## src/rtl/xor_trie_multiset_max_xor_top_assert.svh

```systemverilog
// Assertion macros shared by the trie block's RTL files.
// Define NO_ASSERTIONS to compile them away.
`ifndef XOR_TRIE_MULTISET_MAX_XOR_TOP_ASSERT_SVH
`define XOR_TRIE_MULTISET_MAX_XOR_TOP_ASSERT_SVH
`ifndef NO_ASSERTIONS
`define XT_ASSERT_IMP(label, clk, rst_n, a, c, msg) \
  label: assert property (@(posedge clk) disable iff (!rst_n) (a) |-> (c)) else $error(msg);
`define XT_ASSERT_NXT(label, clk, rst_n, a, c, msg) \
  label: assert property (@(posedge clk) disable iff (!rst_n) (a) |=> (c)) else $error(msg);
`else
`define XT_ASSERT_IMP(label, clk, rst_n, a, c, msg)
`define XT_ASSERT_NXT(label, clk, rst_n, a, c, msg)
`endif
`endif

```

## src/rtl/xtmx_pkg.sv

```systemverilog
// Package for the maximum-XOR trie block: item types, codes and states.
// No dependencies.
`default_nettype none
package xtmx_pkg;
  localparam int KEY_W = 19;
  localparam int XOR_W = 19;

  typedef enum logic [1:0] {
    REQ_INSERT = 2'd0,
    REQ_REMOVE = 2'd1,
    REQ_QUERY  = 2'd2,
    REQ_NONE   = 2'd3
  } req_t;

  typedef enum logic [1:0] {
    ST_OK        = 2'd0,
    ST_EMPTY     = 2'd1,
    ST_NOT_FOUND = 2'd2,
    ST_FULL      = 2'd3
  } status_t;

  typedef struct packed {
    logic [1:0]       req_type;
    logic [KEY_W-1:0] key_value;
  } in_item_t;

  typedef struct packed {
    logic [XOR_W-1:0] max_xor;
    logic [1:0]       status;
  } out_item_t;

  typedef enum logic [3:0] {
    S_IDLE, S_CRD, S_CWT, S_CCHK, S_URD, S_UWT, S_UDO, S_QRD, S_QWT, S_QDO, S_DONE
  } bstate_t;
endpackage
`default_nettype wire

```

## src/rtl/xtmx_front.sv

```systemverilog
// Front end: holds accepted items in a two-entry queue; the back end classifies the request.
// Depends on xtmx_pkg.
`default_nettype none
module xtmx_front (
  input  wire logic                 clk,
  input  wire logic                 rst_n,
  input  wire logic                 push,
  input  wire xtmx_pkg::in_item_t   push_item,
  output logic                      full,
  input  wire logic                 pop,
  output logic                      avail,
  output xtmx_pkg::in_item_t        head
);
  xtmx_pkg::in_item_t q_r [2];
  logic [1:0] cnt_r, cnt_nxt;
  logic       rd_r, wr_r;

  assign full  = (cnt_r == 2'd2);
  assign avail = (cnt_r != 2'd0);
  assign head  = q_r[rd_r];
  assign cnt_nxt = cnt_r + {1'b0, push} - {1'b0, pop};

  always_ff @(posedge clk) begin
    if (!rst_n) begin
      cnt_r <= '0;
      rd_r  <= 1'b0;
      wr_r  <= 1'b0;
    end else begin
      cnt_r <= cnt_nxt;
      if (push) wr_r <= ~wr_r;
      if (pop) rd_r <= ~rd_r;
    end
  end

  always_ff @(posedge clk) begin
    if (push) q_r[wr_r] <= push_item;
  end

  `include "xor_trie_multiset_max_xor_top_assert.svh"
  `XT_ASSERT_IMP(a_no_overfill, clk, rst_n, push, !full || pop, "item pushed into full queue")
  `XT_ASSERT_IMP(a_no_underrun, clk, rst_n, pop, avail, "pop from empty queue")
  `XT_ASSERT_NXT(a_cnt_bound, clk, rst_n, 1'b1, cnt_r <= 2'd2, "queue count out of range")
endmodule
`default_nettype wire

```

## config.mk

```make
export PLATFORM = sky130hd
export DESIGN_NAME = xtmx_front
export DESIGN_NICKNAME = d
export VERILOG_FILES = /design/src/rtl/xtmx_pkg.sv /design/src/rtl/xtmx_front.sv
export VERILOG_INCLUDE_DIRS = /design/src /design/src/rtl
export SDC_FILE = /design/constraint.sdc
export NUM_CORES = 1
export LEC_CHECK = 0
export BUFFER_PORTS_ARGS = -buffer_cell sky130_fd_sc_hd__buf_2
export CAP_MARGIN = 15
export CORE_ASPECT_RATIO = 0.7
export CORE_MARGIN = 1.5
export CORE_UTILIZATION = 41
export CTS_CLUSTER_DIAMETER = 30
export CTS_CLUSTER_SIZE = 12
export DETAILED_ROUTE_END_ITERATION = 6
export SYNTH_ARGS = -nofsm -noshare
export SYNTH_HDL_FRONTEND = slang
export SYNTH_SLANG_ARGS = --single-unit
```

## constraint.sdc

```tcl
create_clock -name clk -period 3.05 [get_ports clk]
set_clock_uncertainty 0.1 [all_clocks]
set_input_delay 0.1525 -clock clk [delete_from_list [all_inputs] [get_ports clk]]
set_output_delay 0.1525 -clock clk [all_outputs]
set_load 0.005 [all_outputs]
```

# [After elaboration in Yosys (flattened, before gate mapping)]
# Memory sizes are Yosys's and may differ from the RTL's. A register that Yosys moved wholly into a read port is not among the register bits.
# Cells that the tools add are included.
[totals] ff_bits=4 ramBits=42 out_inout_bits=23 memories=1
[op_classes] addsub=2 n_eq_ne=1 mux=4 n_bitwise=2 n_reduce_logical=1
[memory_table] name="q_r" words=2 width=21 rd=1 rd_clocked_by_memory_dff=1 write_ports=1 line_no="xtmx_front.sv:14" source="xtmx_pkg::in_item_t q_r [2];"
[op_table] cell="2-to-1 mux 1 bit" n=4
[op_table] cell="adder 2 x 1 -> 2 bit" n=1
[op_table] cell="== test 2 bit (second input constant)" n=1
[op_table] cell="NOT 1 bit" n=2
[op_table] cell="nonzero test 2 bit" n=1
[op_table] cell="subtractor 2 x 1 -> 2 bit" n=1

# [Longest topological paths before layout]
[depth] ltp_word=3 mapped_depth=6 depth_no_buf=6

# [Least setup slack after synthesis]
# OpenSTA, ideal clock, no wires.
[synth_timing] path_kind="register -> register" start="reg wr_r" end="mem q_r[0][0] (netlist bit) (enable)" setup_time_ps=403 arrival_ps=1296 required_time_ps=2547 setup_slack_ps=1251 stages_incl_launch_ff=2 synth_period_minus_slack_ps=1799 cell_sequence="dfxtp_1 > nor2b_1"
[synth_rtl] item="from (decl)" line_no="xtmx_front.sv:16" source="logic rd_r, wr_r;"
[synth_rtl] item="from (signal assigned)" line_no="xtmx_front.sv:30" source="if (push) wr_r <= ~wr_r;"
[synth_rtl] item="to (decl)" line_no="xtmx_front.sv:14"
# Straight into the memory's write port.

==> out/qor.yml <==
cts:
  clkSinkCount: 47
  clkLatencyLatePin_ps: 300
  cts-root-buf: "clkbuf_8"
  htree_levels: 2
  numCtsBuffers: 5
  clk_pin_slew_ps: 80
  cts_max_path_buffers: 2
  cts_tree: "done"
sta:
  fin_ws_ps: 1070
  drv_slew: 0
  max_freq_mhz: 504
  final_hold_viol_count: 0
  grt_setup_unrepaired: "no"
  relSlewSlack: 0.358
  fin_crit_ps: 1980
  period_share: 0.651
  hold_ws_ps: 26.6
  worst_slew_pin_slew_ps: 963
  fin_tns_setup_ps: 0
  setup_violations: 0
global_routing:
  grt_util_met1: 0.158
  grt_pass1_vias: 977
  antenna_found_initial: 0
  busiest_layer: "met2"
  grt_use_met2: 0.222
  grt_max_degree: 22
  grt_usage: 0.139
  grt_overflow: 0
  use_met3: 0.0744
  grt_pass1_wl_um: 4630
yosys:
  ys.flop_type: "edfxtp_1"
  avgSynthCellArea_um2: 21.2
  synth.most_common_cell: "edfxtp_1"
  synth_area_leaders: "edfxtp_1, mux2_4, dfxtp_1"
  syn_area_um2: 1820
  ys_warn_count: 0
  synthTopCellsByCount: "edfxtp_1, mux2_4, dfxtp_1, and2_1, nor2b_1"
  synth_edf_count: 42
  synth_fp_nets: 113
  ys_async_sr_fraction: 0
  synth_sequential_area_ratio: 0.747
  yosysTopAreaCellShare: 0.692
  syn_inst: 86
  yosysTopAreaCell: "edfxtp_1"
  synth_cell_types: 13
  synth-seq-cells: 47
worst_setup_path:
  cp_data_required_time_ps: 2800
  endpoint_kind: "output pin"
  crit_type: "flip-flop to output pin"
  cp_max_fo: 14
  critPathLaunchType: "flip-flop"
  arrival_ps: 1730
power:
  switching_share: 0.212
  seqPwrFrac: 0.574
  comb_power_share: 0.145
  switching_power_uw: 281
  p_clk_frac: 0.282
  internal_power_uw: 1040
  p_leak_uw: 0.000987
  peakVddDrop_mv: 0.291
  power-per-cell-area_nw_per_um2: 546
cells_and_area:
  area_growth_syn_to_layout_pct: 33.1
  diodes: 0
  register_area_um2: 1360
  nets: 188
  fillers: 357
  drive_above_1_share: 0.475
  multiInputGateArea_um2: 434
drt:
  drc_errors: 0
  first_pass_iters: 2
  avgViaCountPerCell: 4.40
  wl_per_cell_um: 13.4
  antenna_left: 0
  first_iter_violations: 33
  wl_um: 2920
  vias: 954
floorplan:
  core_um2: 4300
  die_w_um: 82.7
  dieArea_um2: 4860
  rows: 20
  ios: 48
  die_h_um: 58.8
  start_util: 0.424
placed_design:
  gp_congestion: 0.669
  io_buffers: 47
  pre_cts_ws_ps: 1380
  dp_hpwl_um: 1930
min_path:
  hold_path_class: "input pin to flip-flop"
flow_run:
  maxCapViolCount: 0
outcome:
  status: "finished, final reports clean"
[through the flow]
stage	instances	utilization	instance area [um^2]	total power, uW
finish	217	0.564	2430	1330
global route	217	0.564	2430	1390
CTS	217	0.564	2430	1340
detailed placement	188	0.493	2120	949
global placement	188	0.493	2120	941
floorplan	86	-	1820	880
[critical path: stages, from the launching register on]
cell	delay, ps
dfxtp_1	600
buf_4	370
mux2_4	330
buf_2	130
[cells by family (layout without fill, tap and decap cells)]
logic type	Yosys count	count (layout)	share of synthesized area
compound gates	1	1	0.00412
xor+xnor	2	2	0.0172
fa+ha+maj	2	2	0.0137
buf+inv	4	80	0.0165
flops	47	47	0.747
mux	21	21	0.171
simple gates	9	9	0.0309
[registers in the layout, summed over array words and instances, names as in the netlist, named ones only]
name / count
rd_r: 1
wr_r: 1
q_r: 42
cnt_r: 2
[power groups by stage]
stage / sequential [uW] / clock [uW] / combinational, uW
floorplan: 768 / 0 / 112
detailed placement: 776 / 0 / 173
CTS: 761 / 387 / 195
global placement: 773 / 0 / 168
global route: 765 / 413 / 211
finish: 760 / 373 / 192
[path summary, 6_finish.rpt]
| path | from | to | slack [ps] | cells after the start |
|---|---|---|---|---|
| worst max-delay path | flip-flop | head[8] | 1070 | 3 |
| worst min-delay path | rst_n | rd_r | 30 | 2 |
| worst max register to register | wr_r | q_r[1][11] | 1430 | 1 |
| worst min register to register | rd_r | rd_r | 500 | 2 |
[per-layer routing]
layer	part of all wire	vias to the layer above
li1	-	471
met1	0.43	445
met5	0	-
met4	0.016	0
met2	0.47	31
met3	0.088	7
[layout make-up]
class                   count  area share
flip-flops and latches     47       0.561
repair buffers             70       0.190
multi-input cells          35       0.179
clock buffers               6      0.0340
well taps                  55      0.0284
clock inverters             2     0.00464
inverters                   2     0.00309
[cell usage in the layout, fill, tap and decap left out]
cell type / count
and2_1: 4
buf_2: 47
buf_4: 2
clkbuf_8: 6
clkinv_1: 1
clkinvlp_4: 1
dfxtp_1: 5
dlygate4sd3_1: 21
edfxtp_1: 42
ha_1: 2
inv_1: 2
mux2_1: 1
mux2_4: 20
nor2b_1: 3
nor2b_2: 1
o21a_1: 1
or2_1: 1
xnor3_1: 1
xor2_1: 1
[repair_timing]
item	4_1_cts	5_1_grt
gates resized for setup	0	0
setup endpoints to repair	0	0
setup buffers	0	0
hold endpoints to repair	42	0
hold buffers	21	0
Note: power is estimated with default switching activity, not from simulation.
